[src/hw/rtl/layer_blend_compositor_macros.svh]
// Assertion macros shared by the layer blend compositor RTL.
`ifndef LAYER_BLEND_COMPOSITOR_MACROS_SVH
`define LAYER_BLEND_COMPOSITOR_MACROS_SVH
`ifndef NO_ASSERTIONS
// The property must hold at every clock edge outside reset.
`define LBC_ASSERT(lbl, clk, rst_n, prop, msg) \
  lbl: assert property (@(posedge clk) disable iff (!(rst_n)) (prop)) else $error(msg);
// The condition must never be true at a clock edge outside reset.
`define LBC_NEVER(lbl, clk, rst_n, cond, msg) \
  lbl: assert property (@(posedge clk) disable iff (!(rst_n)) !(cond)) else $error(msg);
`else
`define LBC_ASSERT(lbl, clk, rst_n, prop, msg)
`define LBC_NEVER(lbl, clk, rst_n, cond, msg)
`endif
`endif

[src/hw/rtl/lbc_pkg.sv]
// Types and constants shared by the layer blend compositor modules.
package lbc_pkg;

  localparam int unsigned ChanW  = 8;
  localparam int unsigned AlphaW = 16;

  typedef enum logic [2:0] {
    MODE_NORMAL   = 3'd0,
    MODE_MULTIPLY = 3'd1,
    MODE_SCREEN   = 3'd2,
    MODE_OVERLAY  = 3'd3,
    MODE_ADD      = 3'd4,
    MODE_SUBTRACT = 3'd5
  } mode_e;

  typedef struct packed {
    logic [ChanW-1:0]  red;
    logic [ChanW-1:0]  green;
    logic [ChanW-1:0]  blue;
    logic [AlphaW-1:0] eff_alpha;
    mode_e             mode;
    logic              skip;
    logic              first;
    logic              last;
  } item_t;

endpackage

[src/hw/rtl/lbc_front.sv]
// Front end: computes the effective alpha and classifies each incoming layer.
module lbc_front import lbc_pkg::*; (
  input  logic [ChanW-1:0] src_red_i,
  input  logic [ChanW-1:0] src_green_i,
  input  logic [ChanW-1:0] src_blue_i,
  input  logic [ChanW-1:0] src_alpha_i,
  input  logic [ChanW-1:0] layer_opacity_i,
  input  logic [2:0]       blend_mode_i,
  input  logic             layer_visible_i,
  input  logic             first_layer_i,
  input  logic             last_layer_i,
  output item_t            item_o
);

  logic [AlphaW-1:0] eff;
  mode_e             mode;

  assign eff = AlphaW'(src_alpha_i) * AlphaW'(layer_opacity_i);

  always_comb begin
    unique case (blend_mode_i) inside
      MODE_MULTIPLY, MODE_SCREEN, MODE_OVERLAY, MODE_ADD, MODE_SUBTRACT: begin
        mode = mode_e'(blend_mode_i);
      end
      default: begin
        mode = MODE_NORMAL;
      end
    endcase
  end

  always_comb begin
    item_o.red       = src_red_i;
    item_o.green     = src_green_i;
    item_o.blue      = src_blue_i;
    item_o.eff_alpha = eff;
    item_o.mode      = mode;
    item_o.skip      = !layer_visible_i || (eff == '0);
    item_o.first     = first_layer_i;
    item_o.last      = last_layer_i;
  end

endmodule

[src/hw/rtl/lbc_queue.sv]
// Short queue of classified layers between the front end and the blend engine.
`include "layer_blend_compositor_macros.svh"
module lbc_queue import lbc_pkg::*; #(
  parameter int unsigned DEPTH = 2
) (
  input  logic  clk_i,
  input  logic  rst_ni,
  input  logic  push_i,
  input  item_t item_i,
  output logic  full_o,
  input  logic  deq_i,
  output logic  valid_o,
  output item_t item_o
);

  localparam int unsigned PtrW = $clog2(DEPTH);
  localparam int unsigned CntW = $clog2(DEPTH + 1);

  item_t            slot_q [DEPTH];
  logic [PtrW-1:0]  wr_ptr_q, wr_ptr_d;
  logic [PtrW-1:0]  rd_ptr_q, rd_ptr_d;
  logic [CntW-1:0]  count_q, count_d;
  logic             wr_en;
  logic             rd_en;

  assign full_o  = (count_q == CntW'(DEPTH));
  assign valid_o = (count_q != '0);
  assign item_o  = slot_q[rd_ptr_q];
  assign wr_en   = push_i && !full_o;
  assign rd_en   = deq_i && valid_o;

  always_comb begin
    wr_ptr_d = wr_ptr_q;
    rd_ptr_d = rd_ptr_q;
    count_d  = count_q;
    if (wr_en) begin
      wr_ptr_d = (wr_ptr_q == PtrW'(DEPTH - 1)) ? '0 : wr_ptr_q + 1'b1;
    end
    if (rd_en) begin
      rd_ptr_d = (rd_ptr_q == PtrW'(DEPTH - 1)) ? '0 : rd_ptr_q + 1'b1;
    end
    if (wr_en && !rd_en) begin
      count_d = count_q + 1'b1;
    end else if (rd_en && !wr_en) begin
      count_d = count_q - 1'b1;
    end
  end

  always_ff @(posedge clk_i or negedge rst_ni) begin
    if (!rst_ni) begin
      wr_ptr_q <= '0;
      rd_ptr_q <= '0;
      count_q  <= '0;
    end else begin
      wr_ptr_q <= wr_ptr_d;
      rd_ptr_q <= rd_ptr_d;
      count_q  <= count_d;
    end
  end

  always_ff @(posedge clk_i) begin
    if (wr_en) begin
      slot_q[wr_ptr_q] <= item_i;
    end
  end

  `LBC_NEVER(count_in_range, clk_i, rst_ni, count_q > CntW'(DEPTH), "Queue count exceeds depth.")
  `LBC_NEVER(no_deq_when_empty, clk_i, rst_ni, deq_i && (count_q == '0), "Dequeue from empty queue.")

endmodule

[src/hw/rtl/lbc_back.sv]
// Blend engine: applies each queued layer to the accumulator and holds the result.
`include "layer_blend_compositor_macros.svh"
module lbc_back import lbc_pkg::*; (
  input  logic             clk_i,
  input  logic             rst_ni,
  input  logic             q_valid_i,
  input  item_t            item_i,
  output logic             deq_o,
  input  logic             pop_i,
  output logic             empty_o,
  output logic [ChanW-1:0] out_red_o,
  output logic [ChanW-1:0] out_green_o,
  output logic [ChanW-1:0] out_blue_o,
  output logic [ChanW-1:0] out_alpha_o
);

  localparam int unsigned Lanes      = 3;
  localparam int unsigned ProdW      = 2 * ChanW;
  localparam int unsigned ScaleW     = ChanW + AlphaW;
  localparam int unsigned RecipShift = 32;
  localparam int unsigned RecipW     = 17;
  localparam int unsigned RecipProdW = ScaleW + RecipW;
  localparam int unsigned RemW       = ScaleW + 2;
  localparam int unsigned ResW       = ChanW + 2;
  localparam logic [ChanW-1:0]  ChanMax    = '1;
  localparam logic [RemW-1:0]   FullAlpha  = RemW'(65025);
  localparam logic [RecipW-1:0] RecipAlpha = RecipW'(66051);

  typedef enum logic [5:0] {
    ST_IDLE  = 6'b000001,
    ST_MUL   = 6'b000010,
    ST_DIV   = 6'b000100,
    ST_SCALE = 6'b001000,
    ST_RECIP = 6'b010000,
    ST_APPLY = 6'b100000
  } state_e;

  function automatic logic [ChanW-1:0] div255(input logic [ProdW-1:0] x);
    logic [ProdW+ChanW-1:0] t;
    logic [ChanW-1:0]       q0;
    logic [ProdW:0]         r;
    t  = {x, ChanW'(0)} + (ProdW + ChanW)'(x);
    q0 = t[ProdW+ChanW-1:ProdW];
    r  = (ProdW + 1)'(x) - {1'b0, q0, ChanW'(0)} + (ProdW + 1)'(q0);
    return q0 + ChanW'(r >= (ProdW + 1)'(ChanMax));
  endfunction

  state_e           state_q, state_d;
  item_t            work_q, work_d;
  logic [ChanW-1:0] acc_q [Lanes];
  logic [ChanW-1:0] acc_d [Lanes];
  logic [ChanW-1:0] acc_clr [Lanes];
  logic             covered_q, covered_d, cov_clr;
  logic [ProdW-1:0] prod_q [Lanes];
  logic [ProdW-1:0] prod_d [Lanes];
  logic [ChanW-1:0] diff_q [Lanes];
  logic [ChanW-1:0] diff_d [Lanes];
  logic             neg_q [Lanes];
  logic             neg_d [Lanes];
  logic [ScaleW-1:0] p_q [Lanes];
  logic [ScaleW-1:0] p_d [Lanes];
  logic [ChanW-1:0] q0_q [Lanes];
  logic [ChanW-1:0] q0_d [Lanes];
  logic [ChanW-1:0] res [Lanes];
  logic [ChanW-1:0] src [Lanes];
  logic [ChanW-1:0] item_src [Lanes];
  logic             out_valid_q, out_valid_d;
  logic [ChanW-1:0] out_q [Lanes];
  logic [ChanW-1:0] out_d [Lanes];
  logic             out_cov_q, out_cov_d;
  logic             out_free;
  logic             emit;

  assign src[0]      = work_q.red;
  assign src[1]      = work_q.green;
  assign src[2]      = work_q.blue;
  assign item_src[0] = item_i.red;
  assign item_src[1] = item_i.green;
  assign item_src[2] = item_i.blue;
  assign out_free    = !out_valid_q || pop_i;
  assign cov_clr     = item_i.first ? 1'b0 : covered_q;

  always_comb begin
    for (int l = 0; l < Lanes; l++) begin
      acc_clr[l] = item_i.first ? '0 : acc_q[l];
    end
  end

  // Per-lane datapath for the blend, difference, scaling and rounding steps.
  always_comb begin
    logic [ChanW-1:0]  a, b, q, bl;
    logic [ProdW-1:0]  m;
    logic [ChanW:0]    sum;
    logic [RecipProdW-1:0] t;
    logic [RemW-1:0]   rem, rem_f;
    logic              ge;
    logic [ChanW:0]    qq;
    logic [ResW-1:0]   r;
    for (int l = 0; l < Lanes; l++) begin
      if ((work_q.mode == MODE_SCREEN) || ((work_q.mode == MODE_OVERLAY) && acc_q[l][ChanW-1])) begin
        a = ChanMax - src[l];
        b = ChanMax - acc_q[l];
      end else begin
        a = src[l];
        b = acc_q[l];
      end
      m = ProdW'(a) * ProdW'(b);
      prod_d[l] = (work_q.mode == MODE_OVERLAY) ? {m[ProdW-2:0], 1'b0} : m;

      q   = div255(prod_q[l]);
      sum = (ChanW + 1)'(src[l]) + (ChanW + 1)'(acc_q[l]);
      case (work_q.mode)
        MODE_MULTIPLY: bl = q;
        MODE_SCREEN:   bl = ChanMax - q;
        MODE_OVERLAY:  bl = acc_q[l][ChanW-1] ? ChanMax - q : q;
        MODE_ADD:      bl = sum[ChanW] ? ChanMax : sum[ChanW-1:0];
        MODE_SUBTRACT: bl = (acc_q[l] > src[l]) ? acc_q[l] - src[l] : '0;
        default:       bl = src[l];
      endcase
      neg_d[l]  = bl < acc_q[l];
      diff_d[l] = (bl < acc_q[l]) ? acc_q[l] - bl : bl - acc_q[l];

      p_d[l] = ScaleW'(diff_q[l]) * ScaleW'(work_q.eff_alpha);

      t       = RecipProdW'(p_q[l]) * RecipProdW'(RecipAlpha);
      q0_d[l] = t[RecipShift+ChanW-1:RecipShift];

      rem   = RemW'(p_q[l]) - (RemW'(q0_q[l]) << 16) + (RemW'(q0_q[l]) << 9)
            - RemW'(q0_q[l]);
      ge    = rem >= FullAlpha;
      rem_f = ge ? rem - FullAlpha : rem;
      qq    = (ChanW + 1)'(q0_q[l]) + (ChanW + 1)'(ge);
      if (neg_q[l]) begin
        r = ResW'(acc_q[l]) - ResW'(qq) - ResW'(rem_f != '0);
      end else begin
        r = ResW'(acc_q[l]) + ResW'(qq);
      end
      if (r[ResW-1]) begin
        res[l] = '0;
      end else if (r[ChanW]) begin
        res[l] = ChanMax;
      end else begin
        res[l] = r[ChanW-1:0];
      end
    end
  end

  always_comb begin
    state_d     = state_q;
    work_d      = work_q;
    acc_d       = acc_q;
    covered_d   = covered_q;
    deq_o       = 1'b0;
    emit        = 1'b0;
    out_d       = out_q;
    out_cov_d   = out_cov_q;
    out_valid_d = out_valid_q && !pop_i;
    unique case (state_q)
      ST_IDLE: begin
        if (q_valid_i) begin
          if (item_i.skip) begin
            if (!item_i.last || out_free) begin
              deq_o     = 1'b1;
              acc_d     = acc_clr;
              covered_d = cov_clr;
              if (item_i.last) begin
                emit      = 1'b1;
                out_d     = acc_clr;
                out_cov_d = cov_clr;
              end
            end
          end else begin
            deq_o     = 1'b1;
            acc_d     = acc_clr;
            covered_d = cov_clr;
            work_d    = item_i;
            state_d   = ST_MUL;
          end
        end
      end
      ST_MUL:   state_d = ST_DIV;
      ST_DIV:   state_d = ST_SCALE;
      ST_SCALE: state_d = ST_RECIP;
      ST_RECIP: state_d = ST_APPLY;
      ST_APPLY: begin
        if (!work_q.last || out_free) begin
          acc_d     = res;
          covered_d = 1'b1;
          state_d   = ST_IDLE;
          if (work_q.last) begin
            emit      = 1'b1;
            out_d     = res;
            out_cov_d = 1'b1;
          end
        end
      end
      default: state_d = ST_IDLE;
    endcase
    if (emit) begin
      out_valid_d = 1'b1;
    end
  end

  always_ff @(posedge clk_i or negedge rst_ni) begin
    if (!rst_ni) begin
      state_q     <= ST_IDLE;
      covered_q   <= 1'b0;
      out_valid_q <= 1'b0;
      for (int l = 0; l < Lanes; l++) begin
        acc_q[l] <= '0;
      end
    end else begin
      state_q     <= state_d;
      covered_q   <= covered_d;
      out_valid_q <= out_valid_d;
      acc_q       <= acc_d;
    end
  end

  always_ff @(posedge clk_i) begin
    work_q    <= work_d;
    prod_q    <= prod_d;
    diff_q    <= diff_d;
    neg_q     <= neg_d;
    p_q       <= p_d;
    q0_q      <= q0_d;
    out_q     <= out_d;
    out_cov_q <= out_cov_d;
  end

  assign empty_o     = !out_valid_q;
  assign out_red_o   = out_q[0];
  assign out_green_o = out_q[1];
  assign out_blue_o  = out_q[2];
  assign out_alpha_o = out_cov_q ? ChanMax : '0;

  `LBC_ASSERT(emit_fills_output, clk_i, rst_ni, (state_q == ST_APPLY && work_q.last && out_free) |=> out_valid_q, "Blended result not presented.")
  `LBC_ASSERT(blend_starts_on_deq, clk_i, rst_ni, (state_q == ST_IDLE && state_d == ST_MUL) |-> (deq_o && q_valid_i), "Blend started without a queued layer.")
  `LBC_ASSERT(apply_sets_coverage, clk_i, rst_ni, (state_q == ST_APPLY && state_d == ST_IDLE) |=> covered_q, "Coverage not set after a blended layer.")

endmodule

[src/hw/rtl/layer_blend_compositor.sv]
// Top level of the layer blend compositor: front end, layer queue and blend engine.
// Layers of one pixel position arrive bottom first; a layer with first_layer set clears the
// accumulator and coverage beforehand, and one with last_layer set leaves the composited pixel
// (alpha 255 if any layer contributed, else 0) in the result register. A skipped layer
// (invisible, or zero alpha times opacity) is dequeued without entering the blend steps; a
// blended layer passes through the multiply, divide-by-255, alpha scaling, reciprocal rounding
// and apply steps, which each depend on the accumulator left by the previous layer. Up to
// QUEUE_DEPTH classified layers wait between the front end and the engine, and a finished pixel
// waits in its own register, so a full transaction is only refused when the queue is full.
module layer_blend_compositor import lbc_pkg::*; #(
  parameter int unsigned QUEUE_DEPTH = 2
) (
  input  logic             clk_i,
  input  logic             rst_ni,
  input  logic             push,
  output logic             full,
  input  logic [ChanW-1:0] src_red_i,
  input  logic [ChanW-1:0] src_green_i,
  input  logic [ChanW-1:0] src_blue_i,
  input  logic [ChanW-1:0] src_alpha_i,
  input  logic [ChanW-1:0] layer_opacity_i,
  input  logic [2:0]       blend_mode_i,
  input  logic             layer_visible_i,
  input  logic             first_layer_i,
  input  logic             last_layer_i,
  output logic             empty,
  input  logic             pop,
  output logic [ChanW-1:0] out_red_o,
  output logic [ChanW-1:0] out_green_o,
  output logic [ChanW-1:0] out_blue_o,
  output logic [ChanW-1:0] out_alpha_o
);

  item_t front_item;
  item_t head_item;
  logic  head_valid;
  logic  head_deq;

  lbc_front u_front (
    .src_red_i       (src_red_i),
    .src_green_i     (src_green_i),
    .src_blue_i      (src_blue_i),
    .src_alpha_i     (src_alpha_i),
    .layer_opacity_i (layer_opacity_i),
    .blend_mode_i    (blend_mode_i),
    .layer_visible_i (layer_visible_i),
    .first_layer_i   (first_layer_i),
    .last_layer_i    (last_layer_i),
    .item_o          (front_item)
  );

  lbc_queue #(
    .DEPTH (QUEUE_DEPTH)
  ) u_queue (
    .clk_i   (clk_i),
    .rst_ni  (rst_ni),
    .push_i  (push),
    .item_i  (front_item),
    .full_o  (full),
    .deq_i   (head_deq),
    .valid_o (head_valid),
    .item_o  (head_item)
  );

  lbc_back u_back (
    .clk_i       (clk_i),
    .rst_ni      (rst_ni),
    .q_valid_i   (head_valid),
    .item_i      (head_item),
    .deq_o       (head_deq),
    .pop_i       (pop),
    .empty_o     (empty),
    .out_red_o   (out_red_o),
    .out_green_o (out_green_o),
    .out_blue_o  (out_blue_o),
    .out_alpha_o (out_alpha_o)
  );

endmodule
[config.mk]
export PLATFORM = sky130hd
export DESIGN_NAME = layer_blend_compositor
export DESIGN_NICKNAME = d
export VERILOG_FILES = /design/src/hw/rtl/lbc_pkg.sv /design/src/hw/rtl/lbc_front.sv /design/src/hw/rtl/lbc_queue.sv /design/src/hw/rtl/lbc_back.sv /design/src/hw/rtl/layer_blend_compositor.sv
export VERILOG_INCLUDE_DIRS = /design/src /design/src/hw/rtl
export SDC_FILE = /design/constraint.sdc
export NUM_CORES = 2
export LEC_CHECK = 0
export CAP_MARGIN = 10
export CELL_PAD_IN_SITES_DETAIL_PLACEMENT = 0
export CELL_PAD_IN_SITES_GLOBAL_PLACEMENT = 2
export CORE_MARGIN = 2
export CORE_UTILIZATION = 46
export CTS_CLUSTER_DIAMETER = 40
export DETAILED_ROUTE_END_ITERATION = 10
export DONT_BUFFER_PORTS = 1
export PLACE_DENSITY_LB_ADDON = 0.1
export RECOVER_POWER = 50
export SYNTH_ARGS = -nofsm -noshare
export SYNTH_HDL_FRONTEND = slang
export SYNTH_SLANG_ARGS = --single-unit
[constraint.sdc]
create_clock -name clk_i -period 25 [get_ports clk_i]
set_clock_uncertainty 0.1 [all_clocks]
set_input_delay 0 -clock clk_i [delete_from_list [all_inputs] [get_ports clk_i]]
set_output_delay 0 -clock clk_i [all_outputs]
set_load 0.05 [all_outputs]
* After elaboration in Yosys (flattened, before gate mapping) *
Memories as Yosys holds them, arrays and structs flattened.
Cells that the tools add are included.

word-level totals
  bits of input ports = 50
  register bits = 276
  memories kept = 1
  bits in writable memories = 92
  output and inout port bits = 34
  logic and storage cells = 270

memory list
  name            depth  bits a word  read ports  clocked after memory_dff  wr ports  line             RTL
  u_queue.slot_q  2      46           1           0                         1         lbc_queue.sv:19  item_t slot_q [DEPTH];

operators by class
  multiply operators = 10
  add/subtract/negate cells = 61
  muxes and demuxes = 88
  reductions and logical operators = 35
  equality and inequality tests = 25
  magnitude comparators = 12
  bitwise operators = 1

operators by type and width
  kind                                                   count
  2-to-1 mux 24 bit                                      10
  2-to-1 mux 8 bit                                       28
  multiplier 24 x 17 -> 40 bit, second input constant    3
  one-hot mux 8 bit (5 select lines)                     3
  one-hot mux 24 bit (2 select lines)                    2
  adder 26 x 17 -> 26 bit                                3
  >= comparator 26 x 16 -> 1 bit, second input constant  3
  2-to-1 mux 26 bit                                      3
  nonzero test 26 bit                                    3
  subtractor 26 x 16 -> 26 bit, second input constant    3
  subtractor 26 x 8 -> 26 bit                            3
  subtractor 24 x 24 -> 25 bit                           3
  adder 24 x 16 -> 24 bit                                3
  multiplier 8 x 16 -> 24 bit                            3
  subtractor 8 bit                                       9
  subtractor 8 bit, first input constant                 9
  multiplier 8 x 8 -> 16 bit                             4
  adder 17 x 8 -> 17 bit                                 3
  >= comparator 17 x 8 -> 1 bit, second input constant   3
  subtractor 16 x 16 -> 17 bit                           3
  2-to-1 mux 16 bit                                      3
  one-hot mux 6 bit (6 select lines)                     1
  adder 8 x 9 -> 10 bit                                  3
  2-to-1 mux 10 bit                                      3
  other kinds (38)                                       118

* Longest topological paths before layout *
  depth after elaboration = 13
  gate-level depth with buffers = 49

* By module *
Synthesis repeated with hierarchy kept, for this count alone.

unflattened totals
  cells, all modules = 6963
  area total of the unflattened synthesis = 60584.4 um^2

modules (own cells, without submodules)
  module     area an instance (um^2)  cells each  instances  seq. area each (um^2)
  lbc_back   54384.7                  6506        1          6297.3
  lbc_queue  3643.5                   162         1          2862.7
  lbc_front  2556.2                   295         1          0.0

* Worst setup path after synthesis *
No wires, ideal clock.

  kind = reg-to-reg
  start point = register u_back.prod_q[25] (netlist bit)
  end point = register u_back.diff_q[13] (netlist bit)
  setup time = 72 ps
  required time = 24828 ps
  cell stages (with the launch flop) = 48
  arrival = 9111 ps
  slack = 15717 ps
  path buffers = 1
  period minus slack after synthesis = 9283 ps
  path through = dfxtp_1 ha_1 a31o_2 a21o_1 a21o_1 a21o_1 a21oi_1 nor2b_1 o21ai_0 nand2b_1 and3_1 ha_1 clkbuf_1 inv_1 ha_1 inv_1 ha_1 nor2b_1 (+12 left out) ha_1 xor2_1 nand2_1 o221ai_1 or3_1 ha_1 a21oi_1 o21bai_1 a21oi_1 o21bai_1 a21o_1 a21oi_1 mux2i_1 o21ai_0 a221oi_1 o21ai_0 a21oi_1 xnor2_1

RTL lines
  what                    line             RTL
  start, declared         lbc_back.sv:54   logic [ProdW-1:0] prod_q [Lanes];
  start signal, assigned  lbc_back.sv:222  prod_q <= prod_d;
  end signal, assigned    lbc_back.sv:223  diff_q <= diff_d;
  end, declared           lbc_back.sv:56   logic [ChanW-1:0] diff_q [Lanes];

==> impl_metrics.env <==
export IMPL_grt_usage=0.240
export IMPL_clockBufferDepth=3
export IMPL_period_needed_ps=10510
export IMPL_clk_latency_ps=680
export IMPL_antenna_left=0
export IMPL_rsz0062_at_grt="no"
export IMPL_cp_end_kind="flop"
export IMPL_grt_overflow=0
export IMPL_finalSetupTns_ps=0
export IMPL_max_slew_margin=-0.945
export IMPL_worstHoldEndpoint="u_queue.wr_ptr_q$_DFFE_PN0P_"
export IMPL_hold_path_class="input port to flop"
export IMPL_cp_required_ps=25470
export IMPL_clkTransAtPathRegs_ps=50
export IMPL_syn_avg_cell_area_sq_um=8.63
export IMPL_seq_area_sq_um=9160
export IMPL_wirelength_um=156000
export IMPL_dp_hpwl_um=127000
export IMPL_die_h_um=365
export IMPL_htree_levels=3
export IMPL_fin_crit_sh=0.421
export IMPL_fmax_ghz=0.0951
export IMPL_core_area_sq_um=129000
export IMPL_crit_start="u_back.prod_q[25]$_DFF_P_"
export IMPL_clock_root_buffer="clkbuf_16"
export IMPL_critical_path_max_stage_delay_ps=650
export IMPL_synth_simple_gate_area_frac=0.152
export IMPL_crit_slowest_cell="or4b_2"
export IMPL_synth_top_family_by_area="adder cells"
export IMPL_top_layer="met4"
export IMPL_violations="capacitance limit, slew limit"
export IMPL_synthXorXnorAreaFrac=0.0477
export IMPL_wl_met1_um=74900
export IMPL_fp_row_count=132
export IMPL_ff2ff_path_depth=46
export IMPL_rr_endpoint="u_back.diff_q[13]$_DFF_P_"
export IMPL_wl_per_cell_um=17.8
export IMPL_die_x_um=365
export IMPL_avgViaCountPerCell=5.35
export IMPL_grt_pass1_wl_um=255000
export IMPL_multi_input_area_sq_um=45800
export IMPL_ys_seq_area_frac=0.153
export IMPL_syn_to_final_growth_pct=8.76
export IMPL_min_path_cells=3
export IMPL_port_buffers=0
export IMPL_grt_pass1_vias=47669
export IMPL_yosys_warnings=0
export IMPL_syn_num_nets=8632
export IMPL_syn_area_sq_um=59800
export IMPL_critPathKind="flop to flop"
export IMPL_synth_edf_count=161
export IMPL_cts_tree="yes"
export IMPL_finalHoldViolCount=0
export IMPL_drcViolationCount=0
export IMPL_firstDrtPassIters=6
export IMPL_dp_cells=8556
export IMPL_drive_gt1_frac=0.0437
export IMPL_async_reset_ff_frac=0.0978
export IMPL_r2r_start="u_back.prod_q[25]$_DFF_P_"
export IMPL_stdcell_area_sq_um=65100
export IMPL_vias=46924
export IMPL_die_area_sq_um=133000
export IMPL_max_cap_violations=8
export IMPL_wl_met3_um=6250
export IMPL_synth_fa_ha_area_frac=0.405
export IMPL_grt_max_degree=49
export IMPL_place_gp_congestion=0.836
export IMPL_rrSetupSlack_ps=14490
export IMPL_dr_wl_met2_um=71900
export IMPL_status="complete, but fails checks"
export IMPL_antenna_found_initial=1
export IMPL_fin_nets=8658
export IMPL_maxSlewViolCount=173
export IMPL_synth_distinct_cells=109
export IMPL_drtIter0Drc=2258
export IMPL_initial_core_util=0.463
export IMPL_place_area_sq_um=61800
export IMPL_min_from="push"
export IMPL_cts_made_buffers=74
export IMPL_critPathLaunchType="flop"
export IMPL_synthCells=6938
export IMPL_worst_slew_pin_slew_ps=2920
export IMPL_ys_ff_latch=368
export IMPL_arrival_ps=10980
export IMPL_final_cells=8769
export IMPL_synthMuxAreaShare=0.0176
export IMPL_critPathMaxFanout=16
export IMPL_synth_compound_area_frac=0.142
export IMPL_cts_sinks=368
export IMPL_ios=84
export IMPL_cp_common_cell="ha_1"
export IMPL_setup_viol=0
export IMPL_synth_flop_cell="dfxtp_1"
export IMPL_nFillCells=12369
logic make-up (layout without fill, tap and decap cells):
| group | count (synthesis) | count (layout) |
|---|---|---|
| buffers and inverters | 1305 | 1393 |
| other | 0 | 1 |
| XOR/XNOR | 323 | 323 |
| flip-flops | 368 | 368 |
| AO/OA/AOI/OAI | 1357 | 1357 |
| AND/OR/NAND/NOR | 1844 | 1844 |
| multiplexers | 97 | 97 |
| adder cells (fa/ha/maj) | 1644 | 1644 |
layout by cell type (no fill, tap or decap), types with 116 or more instances in the layout:
cell / Yosys / final
dfxtp_1: 171 / 171
inv_1: 1117 / 1117
a21o_1: 116 / 116
edfxtp_1: 161 / 161
nand2_1: 615 / 615
xnor2_1: 247 / 247
nor3_1: 116 / 116
o21ai_0: 406 / 405
a21oi_1: 388 / 387
nor2_1: 341 / 340
fa_1: 492 / 492
ha_1: 1152 / 1152
and2_1: 308 / 296
cell usage after synthesis (all sizes together), types with 15 or more instances:
library cell,instances,area share
a2111oi,19,0.0031
a211o,16,0.0024
a211oi,17,0.0022
a21boi,48,0.0060
a21o,116,0.015
a21oi,391,0.033
a31oi,30,0.0031
and2,308,0.032
and3,39,0.0041
buf,18,0.0018
clkbuf,169,0.011
dfrtp,35,0.015
dfxtp,171,0.057
edfxtp,161,0.081
fa,492,0.16
ha,1152,0.24
inv,1117,0.070
mux2,64,0.012
mux2i,33,0.0055
nand2,615,0.039
nand2b,57,0.0060
nand3,100,0.0086
nand4,43,0.0045
nor2,341,0.021
nor2b,56,0.0059
nor3,117,0.0099
nor3b,20,0.0026
nor4,20,0.0023
o2111ai,16,0.0023
o211ai,32,0.0041
o21a,45,0.0058
o21ai,418,0.035
o21bai,48,0.0060
o221ai,18,0.0026
o31ai,16,0.0020
or2,17,0.0018
or3,47,0.0050
or4,15,0.0019
xnor2,248,0.037
xor2,75,0.011
metal layers:
metal / vias to the layer above / global-route usage
met2: 672 / 0.399
met4: 0 / 0.0601
met3: 173 / 0.0350
li1: 23514 / -
met1: 22565 / 0.327
met5: - / 0
flip-flops by register name, indices dropped and copies added (netlist names), 20 cells and up:
name            count
u_queue.slot_q     92
u_back.diff_q      24
u_back.p_q         72
u_back.prod_q      48
u_back.work_q      20
u_back.acc_q       24
u_back.q0_q        24
u_back.src         24
stage by stage:
step                      hold slack (ps)   util  setup slack (ps)
after floorplan                      -396      -             15720
after global placement               -394  0.478             14760
after detailed placement             -394  0.478             14650
after CTS                            3.36  0.504             14580
after global routing                -3.63  0.503             13780
final                                9.84  0.503             14490
worst max-delay path by stage:
| stage | endpoint | slack (ps) | cells after the start |
|---|---|---|---|
| 2_1_floorplan | u_back.diff_q[13]$_DFF_P_ | 15720 | 47 |
| 4_1_cts | u_back.diff_q[13]$_DFF_P_ | 14580 | 46 |
| 3_5_place_dp | u_back.diff_q[13]$_DFF_P_ | 14650 | 46 |
| 5_1_grt | u_back.diff_q[13]$_DFF_P_ | 13780 | 46 |
| 3_3_place_gp | u_back.diff_q[13]$_DFF_P_ | 14760 | 46 |
| 6_report | u_back.diff_q[13]$_DFF_P_ | 14490 | 46 |
what timing repair did:
item,CTS,global route
hold buffers,74,0
hold endpoints to repair,155,0
buffers inserted,0,0
resized for setup,0,0
area by class of cell:
type	instances	area share
antenna	1	0.0000384
clock buffer	80	0.0295
clock inverter	58	0.0106
inverter	1117	0.0644
multi-input combinational	5265	0.703
sequential	368	0.141
tap	1742	0.0335
timing repair buffer	138	0.0182
worst max-delay path, delay by kind of cell (launching register included):
kind,cells,cell delay (ps)
compound gates,23,4110
mux,1,200
xor+xnor,2,430
flops,1,400
simple gates,10,2640
fa+ha+maj,7,2160
buf+inv,3,350
Power is left out: the tool's default activity adds up to more than one toggle a clock period on the data nets, which glitch-free logic cannot reach.
